$ cat config.mk
export PLATFORM = sky130hd
export DESIGN_NAME = lrr_ctrl
export DESIGN_NICKNAME = d
export VERILOG_FILES = /design/src/rtl/lehmer_range_random_macros.svh /design/src/rtl/lrr_pkg.sv /design/src/rtl/lrr_ctrl.sv
export SDC_FILE = /design/constraint.sdc
export NUM_CORES = 1
export LEC_CHECK = 0
export BUFFER_PORTS_ARGS = -buffer_cell sky130_fd_sc_hd__buf_2
export CORE_AREA = 8 8 45 47
export DETAILED_ROUTE_END_ITERATION = 10
export DIE_AREA = 0 0 53 55
export GPL_ROUTABILITY_DRIVEN = 0
export PLACE_DENSITY = 0.54
export SYNTH_ARGS = -nofsm -noshare
export SYNTH_HDL_FRONTEND = slang
export SYNTH_SLANG_ARGS = --single-unit
$ cat constraint.sdc
create_clock -name clk_i -period 3.8 [get_ports clk_i]
set_input_delay 0.95 -clock clk_i [delete_from_list [all_inputs] [get_ports clk_i]]
set_output_delay 0.95 -clock clk_i [all_outputs]
set_load 0.01 [all_outputs]
$ cat src/rtl/lehmer_range_random_macros.svh
// Assertion macros for the lehmer_range_random block.
// Expects clk_i and rst_ni in the scope of each use; no other dependencies.
`ifndef LEHMER_RANGE_RANDOM_MACROS_SVH
`define LEHMER_RANGE_RANDOM_MACROS_SVH

`ifndef SYNTHESIS
// Check that a condition holds at every clock edge outside reset.
`define LRR_ASSERT(label, prop) \
  label: assert property (@(posedge clk_i) disable iff (!rst_ni) (prop)) \
    else $error("lehmer_range_random: assertion failed");
// Check that a consequence holds in the cycle after its trigger.
`define LRR_ASSERT_NEXT(label, ante, cons) \
  label: assert property (@(posedge clk_i) disable iff (!rst_ni) (ante) |=> (cons)) \
    else $error("lehmer_range_random: assertion failed");
`else
`define LRR_ASSERT(label, prop)
`define LRR_ASSERT_NEXT(label, ante, cons)
`endif

`endif

$ cat src/rtl/lrr_pkg.sv
// Shared widths, constants and controller/datapath link types for lehmer_range_random.
// No dependencies.
package lrr_pkg;

  localparam int unsigned SeedW = 31;               // seed and Q0.31 fraction
  localparam int unsigned ValW  = 32;               // range bounds and result
  localparam int unsigned SpanW = 34;               // exact signed span
  localparam int unsigned ProdW = SpanW + SeedW + 1;
  localparam int unsigned SumW  = 36;               // low plus scaled draw
  localparam int unsigned MultW = 15;               // bits of the LCG multiplier

  localparam logic [SeedW-1:0]        LcgMod  = 31'h7fff_ffff;
  localparam logic signed [SpanW-1:0] LcgMult = 34'sh0_0000_41a7;

  // Input command codes.
  localparam logic CmdLoad = 1'b0;
  localparam logic CmdDraw = 1'b1;

  // Commands from the controller to the datapath.
  typedef struct packed {
    logic capture;
    logic mul_seed;
    logic mod_seed;
    logic mul_span;
    logic out_load;
  } lrr_cmd_t;

  // Status from the datapath to the controller.
  typedef struct packed {
    logic out_free;
    logic seed_zero;
  } lrr_sts_t;

endpackage

$ cat src/rtl/lrr_ctrl.sv
// Sequencing state machine for lehmer_range_random.
// Depends on lrr_pkg for the command and status types.
module lrr_ctrl
  import lrr_pkg::*;
(
  input  logic     clk_i,
  input  logic     rst_ni,
  input  logic     in_valid_i,
  input  logic     cmd_i,
  output logic     in_ready_o,
  input  lrr_sts_t sts_i,
  output lrr_cmd_t cmd_o
);

  typedef enum logic [4:0] {
    StIdle = 5'b00001,
    StMul1 = 5'b00010,
    StMod  = 5'b00100,
    StMul2 = 5'b01000,
    StFin  = 5'b10000
  } state_e;

  state_e state_q, state_d;

  always_comb begin
    state_d    = state_q;
    cmd_o      = '0;
    in_ready_o = 1'b0;
    case (state_q)
      StIdle: begin
        in_ready_o = 1'b1;
        if (in_valid_i) begin
          cmd_o.capture = 1'b1;
          state_d       = (cmd_i == CmdDraw) ? StMul1 : StFin;
        end
      end
      StMul1: begin
        cmd_o.mul_seed = 1'b1;
        state_d        = StMod;
      end
      StMod: begin
        cmd_o.mod_seed = 1'b1;
        state_d        = StMul2;
      end
      StMul2: begin
        cmd_o.mul_span = 1'b1;
        state_d        = StFin;
      end
      StFin: begin
        // hold the result until the output slot frees up
        if (sts_i.out_free) begin
          cmd_o.out_load = 1'b1;
          state_d        = StIdle;
        end
      end
      default: begin
        state_d = StIdle;
      end
    endcase
  end

  always_ff @(posedge clk_i or negedge rst_ni) begin
    if (!rst_ni) begin
      state_q <= StIdle;
    end else begin
      state_q <= state_d;
    end
  end

endmodule

### Word level (Yosys, flattened, before mapping)

Cells that the tools add are included.

| storage, ports and cells | value |
|---|---|
| register bits | 5 |
| input port bits | 6 |
| output and inout port bits | 6 |
| word-level logic and storage cells | 21 |

| operators by class | value |
|---|---|
| equal/unequal tests | 7 |
| multiplexer cells | 12 |
| reductions and logical operators | 1 |

Operators by type and width:

| kind | count |
|---|---|
| $pmux W5 S5 | 1 |
| $mux W5 | 3 |
| $mux W1 | 8 |
| $eq A5 B1 Y1 const B | 1 |
| $eq A5 B2 Y1 const B | 1 |
| $eq A5 B3 Y1 const B | 1 |
| $eq A5 B4 Y1 const B | 1 |
| $eq A5 B5 Y1 const B | 1 |
| $ne A2 B2 Y1 const B | 2 |
| $reduce_and A2 Y1 | 1 |

### Longest topological paths before layout

Gate-level depths: netlist of run 1.

| depth | value |
|---|---|
| depth in word-level cells | 3 |
| depth in mapped cells | 3 |
| depth with buffers taken out | 3 |

### Worst setup path after synthesis of run 1

OpenSTA, ideal clock, no wires.

| timing path | value |
|---|---|
| path kind | input -> output |
| start point | input port sts_i[1] (netlist name) |
| end point | output port cmd_o[0] (netlist name) |
| arrival time | 1.141 ns |
| data required time | 2.850 ns |
| setup slack | 1.709 ns |
| cell stages on the path | 2 |
| path buffers | 0 |
| path through | inv_1 > nor2_1 |

RTL lines:

| element | RTL line | text |
|---|---|---|
| start: declaration | lrr_ctrl.sv:11 | `input lrr_sts_t sts_i,` |
| end: declaration | lrr_ctrl.sv:12 | `output lrr_cmd_t cmd_o` |

==> impl_metrics.ini, run 1 <==
[outcome]
status = complete, no violations

[routing]
ant_nets = 0
drtIter0Drc = 0
drt_wl_total_um = 695
vias = 276
vias_per_cell = 4.525
wl_per_cell_um = 11.39
dr.pass1.iters = 1
drc_errors = 0

[clocking]
cts_resized = 0
hold_buffers = 0
cts_root_buf = clkbuf_4
clk_latency_ns = 0.24
clk_pin_slew_ns = 0.04
clockBufferDepth = 2
post_cts_buffers = 0
cts_tree = yes
cts_made_buffers = 3
htree_levels = 1
numClockSinks = 5

[setup_path]
cp-start-kind = flop
rr_startpoint = state_q[3]
crit_type = flop to output port
cp-startpoint = state_q[3]
cp_max_fo = 8
endpoint_kind = output port
cp.arrival_ns = 1.48
crit_required_ns = 2.85

[timing]
tightest_slew_ns = 0.3929
final.setup.worst_slack_ns = 1.366
worst_slew_margin_rel = 0.7361
finalSetupViolCount = 0
period_share = 0.6405
post-route-min-period_ns = 2.434
slew_viol_final = 0
hold_viol_final = 0
grt_setup_unrepaired = false
fin_worst_skew_ns = 0.002986
tns_ns = 0
timing.fmax_mhz = 410.8

[global_route]
grtUsageTotal = 0.05263
grt_pass1_wl_um = 1097
grt_pass1_vias = 279
grt_max_degree = 9
antenna_found_initial = 0
grt-ovfl-total = 0

[logic_synthesis]
synthDominantCellAreaShare = 0.3137
yosys-top-cells-area = dfrtp_1, dfstp_2, and3b_2, and2_1, nor4bb_2
synth_area_um2 = 319.1
synth_top_area_cell = dfrtp_1
syn_nets = 37
synth-seq-cells = 5
avgSynthCellArea_um2 = 10.29
netlist_instances = 31
yosysWarnings = 0
yosysSeqAreaShare = 0.3961
ys_types = 18

[die]
die_h_um = 55
die_w_um = 53
initial_core_util = 0.2306
ios = 12
core_um2 = 1384
num_rows = 14
fp.dieArea_um2 = 2915

[pwr]
ir_drop_uv = 261.0
power_density_nw_per_um2 = 600.9
p_leak_uw = 0.0002045

[placement]
placed_area_um2 = 389.1
dpl.hpwl_um = 558.7
port_buffers = 10
place_ws_ns = 1.522

[layout]
drive_above_1_share = 0.4222
diodes = 0
finish.net_count = 52
largest_reg_flops = 5
stdcell_area_um2 = 415.4
largest_register = state_q
area_delta_synth_final_pct = 30.20
top_regs = state_q x5

[worst_hold_path]
hold_class = input port to async pin

[job]
maxCapViolations = 0
==> cell usage after synthesis <==
cell      instances
o32ai_2           1
and3_1            1
nor2_1            3
nor2b_1           2
xor2_1            1
nand3_1           1
and2_1            3
inv_1             3
dfrtp_1           4
a32oi_1           1
nor3b_1           2
a221oi_2          1
nor4bb_2          1
dfstp_2           1
o22a_1            1
nor3_1            2
and3b_2           2
nor4b_1           1
==> cells in the final DEF, fill, tap and decap left out, drive strengths merged, types with 2 or more instances in the layout <==
cell	instances
and2	3
nor2	3
nor3	2
dfrtp	4
inv	3
nor3b	2
clkbuf	4
and3b	2
buf	10
nor2b	2
==> metrics by stage <==
step           instances  utilization  hold slack (ns)  total power, µW
6_report              61       0.3002           0.5168            249.6
3_3_place_gp          57       0.2812           0.5690            192.5
3_5_place_dp          57       0.2812           0.5648            193.2
2_1_floorplan         31            -           0.5323            160.1
5_1_grt               61       0.3002           0.5112            269.6
4_1_cts               61       0.3002           0.5130            254.6
==> per-layer routing <==
metal | track usage | share of wire | vias up
li1 | - | - | 141
met1 | 0.05521 | 0.45 | 124
met2 | 0.07617 | 0.44 | 11
met3 | 0.03209 | 0.11 | 0
met4 | 0.03879 | 0 | 0
met5 | 0 | 0 | -
==> worst max-delay path: stages (launching register included) <==
cell	delay, ns
dfrtp_1	0.46
nor3_1	0.38
nor3b_1	0.24
buf_2	0.17
==> cells by family (layout without fill, tap and decap cells) <==
group / count (synthesis) / count (layout) / synth area share
AND/OR/NAND/NOR: 18 / 18 / 0.3882
flip-flops: 5 / 5 / 0.3961
AO/OA/AOI/OAI: 4 / 4 / 0.1530
buffers and inverters: 3 / 17 / 0.03529
XOR/XNOR: 1 / 1 / 0.02746
==> power by group <==
group	internal, µW	switching (µW)	leakage [µW]
logic	51.4	50.5	0.000124
clock network	39.6	19.9	0.0000150
registers	69.2	19.0	0.0000654
total	160	89.4	0.000205
==> final cells by class <==
class	count	area, µm²
repair buffers	10	50.05
multi-input cells	23	181.4
well taps	16	20.02
flip-flops and latches	5	126.4
fillers	151	968.4
clock buffers	4	26.28
inverters	3	11.26
==> path summary, 6_finish.rpt <==
path	slack, ns	cells past startpoint	to
worst max-delay path	1.37	3	cmd_o[3]
worst min-delay path	0.52	1	state_q[3]
worst max register to register	2.45	3	state_q[4]
worst min register to register	0.57	1	state_q[4]
max in group asynchronous	3.07	1	state_q[0]
min in group clk_i	0.57	1	state_q[4]
Power figures use the tool's default switching activity.
==> inputs of run 2 (changes only) <==
--- a/config.mk
+++ b/config.mk
@@ -5,12 +5,13 @@
 export SDC_FILE = /design/constraint.sdc
 export NUM_CORES = 1
 export LEC_CHECK = 0
+export ABC_AREA = 1
 export BUFFER_PORTS_ARGS = -buffer_cell sky130_fd_sc_hd__buf_2
 export CORE_AREA = 8 8 45 47
 export DETAILED_ROUTE_END_ITERATION = 10
 export DIE_AREA = 0 0 53 55
 export GPL_ROUTABILITY_DRIVEN = 0
-export PLACE_DENSITY = 0.54
+export PLACE_DENSITY = 0.53
 export SYNTH_ARGS = -nofsm -noshare
 export SYNTH_HDL_FRONTEND = slang
 export SYNTH_SLANG_ARGS = --single-unit
==> constraint.sdc (replaced) <==
create_clock -name clk_i -period 2.5 [get_ports clk_i]
set_input_delay 0.625 -clock clk_i [delete_from_list [all_inputs] [get_ports clk_i]]
set_output_delay 0.625 -clock clk_i [all_outputs]
set_load 0.01 [all_outputs]
==> impl_metrics.ini, run 2 <==
[outcome]
status = complete, no violations

[timing]
post-route-min-period_ns = 1.839
hold_viol_final = 0
worst_slew_margin_rel = 0.8846
fin_worst_skew_ns = 0.0003767
holdWs_ns = 0.1888
tightest_slew_ns = 0.1731
period_share = 0.7357
grt_setup_unrepaired = false
tns_ns = 0
finalSetupViolCount = 0
slew_viol_final = 0
timing.fmax_mhz = 543.7

[routing]
ant_nets = 0
drc_errors = 0
vias_per_cell = 3.932
dr.pass1.iters = 6
wl_per_cell_um = 8.946
drt_wl_total_um = 662
vias = 291
drtIter0Drc = 5

[placement]
dpl.hpwl_um = 564.2
port_buffers = 10

[logic_synthesis]
synth_top_flop_cell = dfrtp_1
synth_edf_count = 0
syn_nets = 50
netlist_instances = 44
ys_async_sr_fraction = 1.000
synth_area_um2 = 306.5
avgSynthCellArea_um2 = 6.967
ys_types = 13
yosysWarnings = 0
synth-seq-cells = 5
yosys-top-cells-count = inv_1, nand2_1, nor2_1, dfrtp_1, nand4_1
yosysSeqAreaShare = 0.4122
synth_top_area_cell = dfrtp_1
yosys-top-cells-area = dfrtp_1, inv_1, nand2_1, nor2_1, dfstp_2
synthDominantCellAreaShare = 0.3265

[worst_hold_path]
hold_class = input port to async pin

[global_route]
grt_pass1_wl_um = 1104
grt-ovfl-total = 0
grt_pass1_vias = 295
grt_max_degree = 6
antenna_found_initial = 0
grtUsageTotal = 0.05154

[setup_path]
cp.arrival_ns = 1.21
crit_required_ns = 1.88
endpoint_kind = output port
cp_max_fo = 5
cp-start-kind = flop
crit_type = flop to output port

[pwr]
swShare = 0.4351
ir_drop_uv = 435.5
clkPwrFrac = 0.201
p_seq_frac = 0.320
net-switching-power_uw = 196.0
power_density_nw_per_um2 = 1118
p_int_uw = 254.4
p_comb_frac = 0.478
p_leak_uw = 0.0002451

[clocking]
clockBufferDepth = 2
cts_made_buffers = 3
cts_resized = 0
cts_tree = yes
hold_buffers = 0
numClockSinks = 5
clk_pin_slew_ns = 0.04
clk_latency_ns = 0.24
post_cts_buffers = 0
htree_levels = 1
cts_root_buf = clkbuf_4

[layout]
largest_reg_flops = 5
largest_register = state_q
finish.net_count = 65
area_delta_synth_final_pct = 31.43
diodes = 0
layout_common_cells = inv_1, nand2_1, buf_2, nor2_1, dfrtp_1
drive_above_1_share = 0.3276
top_regs = state_q x5

[die]
num_rows = 14
die_w_um = 53
fp.dieArea_um2 = 2915
core_um2 = 1384
ios = 12
initial_core_util = 0.2215
die_h_um = 55

[job]
maxCapViolations = 0
## run 2: worst paths after layout
path	start	end	slack, ns	cells after the start
hold / removal	rst_ni	state_q[4]	0.19	1
hold reg to reg	state_q[0]	state_q[0]	0.56	2
max in group asynchronous	rst_ni	state_q[0]	2.10	1
setup reg to reg	state_q[3]	state_q[4]	1.39	6
min in group clk_i	state_q[0]	state_q[0]	0.56	2
setup / recovery	state_q[3]	cmd_o[4]	0.66	4
## run 2: routing by layer
metal	GRT usage	routed length (µm)
met3	0.008021	43
met4	0.05172	0
met2	0.07813	324
met5	0	0
met1	0.05982	294
## run 2: final cells by class
class                   count  area (µm²)
well taps                  16       20.02
flip-flops and latches      5       126.4
fillers                   159       980.9
multi-input cells          28       137.6
clock buffers               4       26.28
repair buffers             10       50.05
inverters                  11       42.54
## run 2: power by group through the flow
stage | logic [µW] | clock network (µW) | registers [µW]
after floorplan | 164 | 0 | 140
after global placement | 218 | 0 | 145
after detailed placement | 220 | 0 | 146
after CTS | 221 | 97.3 | 144
after global routing | 254 | 97.8 | 148
final | 215 | 90.7 | 144
## run 2: critical path, cell delays in order, from the launching register on
cell	delay, ns
dfrtp_1	0.42
nor2_4	0.18
nand3_2	0.14
nor2_1	0.10
buf_2	0.13
## run 2: cells by family after synthesis
family | after synthesis | synth area share
AND/OR/NAND/NOR | 26 | 0.4041
AO/OA/AOI/OAI | 2 | 0.04489
buffers and inverters | 11 | 0.1388
flip-flops | 5 | 0.4123
## run 2: per-stage QoR
step | power (µW) | std cells | utilization | cell area (µm²) | setup slack, ns
floorplan | 303.6 | 44 | - | 306.5 | 1.004
global placement | 363.7 | 70 | 0.2722 | 376.6 | 0.9109
detailed placement | 365.8 | 70 | 0.2722 | 376.6 | 0.9028
CTS | 462.5 | 74 | 0.2911 | 402.9 | 0.6387
global route | 499.9 | 74 | 0.2911 | 402.9 | 0.5501
finish | 450.4 | 74 | 0.2911 | 402.9 | 0.6609
==> inputs of run 3 (changes only) <==
==> constraint.sdc (replaced) <==
create_clock -name clk_i -period 1.9 [get_ports clk_i]
set_input_delay 0.475 -clock clk_i [delete_from_list [all_inputs] [get_ports clk_i]]
set_output_delay 0.475 -clock clk_i [all_outputs]
set_load 0.01 [all_outputs]
==> impl_metrics.ini, run 3 (same netlist as run 2, synthesis figures left out) <==
[timing]
grt_setup_unrepaired = false
timing.fmax_mhz = 590.0
slew_viol_final = 0
final.setup.worst_slack_ns = 0.2050
tightest_slew_ns = 0.1826
hold_viol_final = 0
fin_worst_skew_ns = 0.001671
tns_ns = 0
worst_slew_margin_rel = 0.8783
post-route-min-period_ns = 1.695
period_share = 0.8921
finalSetupViolCount = 0

[pwr]
power_density_nw_per_um2 = 1470
p_int_uw = 334.7
p_leak_uw = 0.0002451
clkPwrFrac = 0.200
p_comb_frac = 0.477
p_seq_frac = 0.323
ir_drop_uv = 550.7
net-switching-power_uw = 257.6
swShare = 0.4349

[clocking]
cts_tree = yes
clk_latency_ns = 0.23
numClockSinks = 5
clk_pin_slew_ns = 0.04
hold_buffers = 0
cts_resized = 0
post_cts_buffers = 0
htree_levels = 1
cts_made_buffers = 3
clockBufferDepth = 2
cts_root_buf = clkbuf_4

[die]
core_um2 = 1384
die_w_um = 53
fp.dieArea_um2 = 2915
die_h_um = 55
num_rows = 14
initial_core_util = 0.2215
ios = 12

[setup_path]
crit_type = flop to output port
cp_max_fo = 5
cp-start-kind = flop
crit_required_ns = 1.42
cp.arrival_ns = 1.22
endpoint_kind = output port

[layout]
diodes = 0
top_regs = state_q x5
largest_register = state_q
area_delta_synth_final_pct = 31.43
largest_reg_flops = 5
drive_above_1_share = 0.3276
layout_common_cells = inv_1, nand2_1, buf_2, nor2_1, dfrtp_1
fin_util = 0.2911
finish.net_count = 65

[worst_hold_path]
hold_class = input port to async pin

[placement]
place_ws_ns = 0.4445
port_buffers = 10
dpl.hpwl_um = 558

[routing]
ant_nets = 0
drt_wl_total_um = 657
drtIter0Drc = 6
dr.pass1.iters = 3
drc_errors = 0
vias = 290
vias_per_cell = 3.919
wl_per_cell_um = 8.878

[global_route]
grt_max_degree = 6
grtUsageTotal = 0.05540
grt_pass1_vias = 302
antenna_found_initial = 0
grt-ovfl-total = 0
grt_pass1_wl_um = 1186

[job]
maxCapViolations = 0

[outcome]
status = complete, no violations
[run 3: layout make-up]
class                      count  area, µm²
fill                         150      980.9
sequential                     5      126.4
multi-input combinational     28      137.6
clock buffer                   4      26.28
tap                           16      20.02
timing repair buffer          10      50.05
inverter                      11      42.54
[run 3: final timing paths]
| path | start | to | slack, ns | cells past startpoint |
|---|---|---|---|---|
| worst min register to register | state_q[0] | state_q[0] | 0.57 | 2 |
| max in group asynchronous | rst_ni | state_q[0] | 1.65 | 1 |
| worst min-delay path | rst_ni | state_q[2] | 0.04 | 1 |
| worst max-delay path | state_q[3] | cmd_o[4] | 0.20 | 4 |
| min in group clk_i | cmd_i | state_q[1] | 0.49 | 3 |
| worst max register to register | state_q[3] | state_q[4] | 0.78 | 6 |
[run 3: critical path, cell delays in order, from the launching register on]
cell     delay [ns]
dfrtp_1        0.43
nor2_4         0.18
nand3_2        0.14
nor2_1         0.10
buf_2          0.13
[run 3: per-layer routing]
layer | wire, µm | part of all wire | global-route usage | vias up
met5 | 0 | 0 | 0 | -
met4 | 0 | 0 | 0.05172 | 0
met3 | 31 | 0.047 | 0.01872 | 0
met2 | 320 | 0.49 | 0.08203 | 5
met1 | 305 | 0.46 | 0.06144 | 125
li1 | - | - | - | 160
[run 3: through the flow]
stage	area [µm²]	cells	hold slack (ns)	power [µW]
2_1_floorplan	306.5	44	0.1794	399.5
3_3_place_gp	376.6	70	0.2921	478.6
3_5_place_dp	376.6	70	0.2909	479.6
4_1_cts	402.9	74	0.03428	603.9
5_1_grt	402.9	74	0.02468	666.9
6_report	402.9	74	0.04046	592.4
[run 3: power groups by stage]
stage | registers [µW] | logic, µW | clock network (µW)
after global routing | 197 | 331 | 140
after CTS | 190 | 289 | 125
after global placement | 191 | 287 | 0
after detailed placement | 192 | 288 | 0
final | 191 | 283 | 118
after floorplan | 184 | 216 | 0
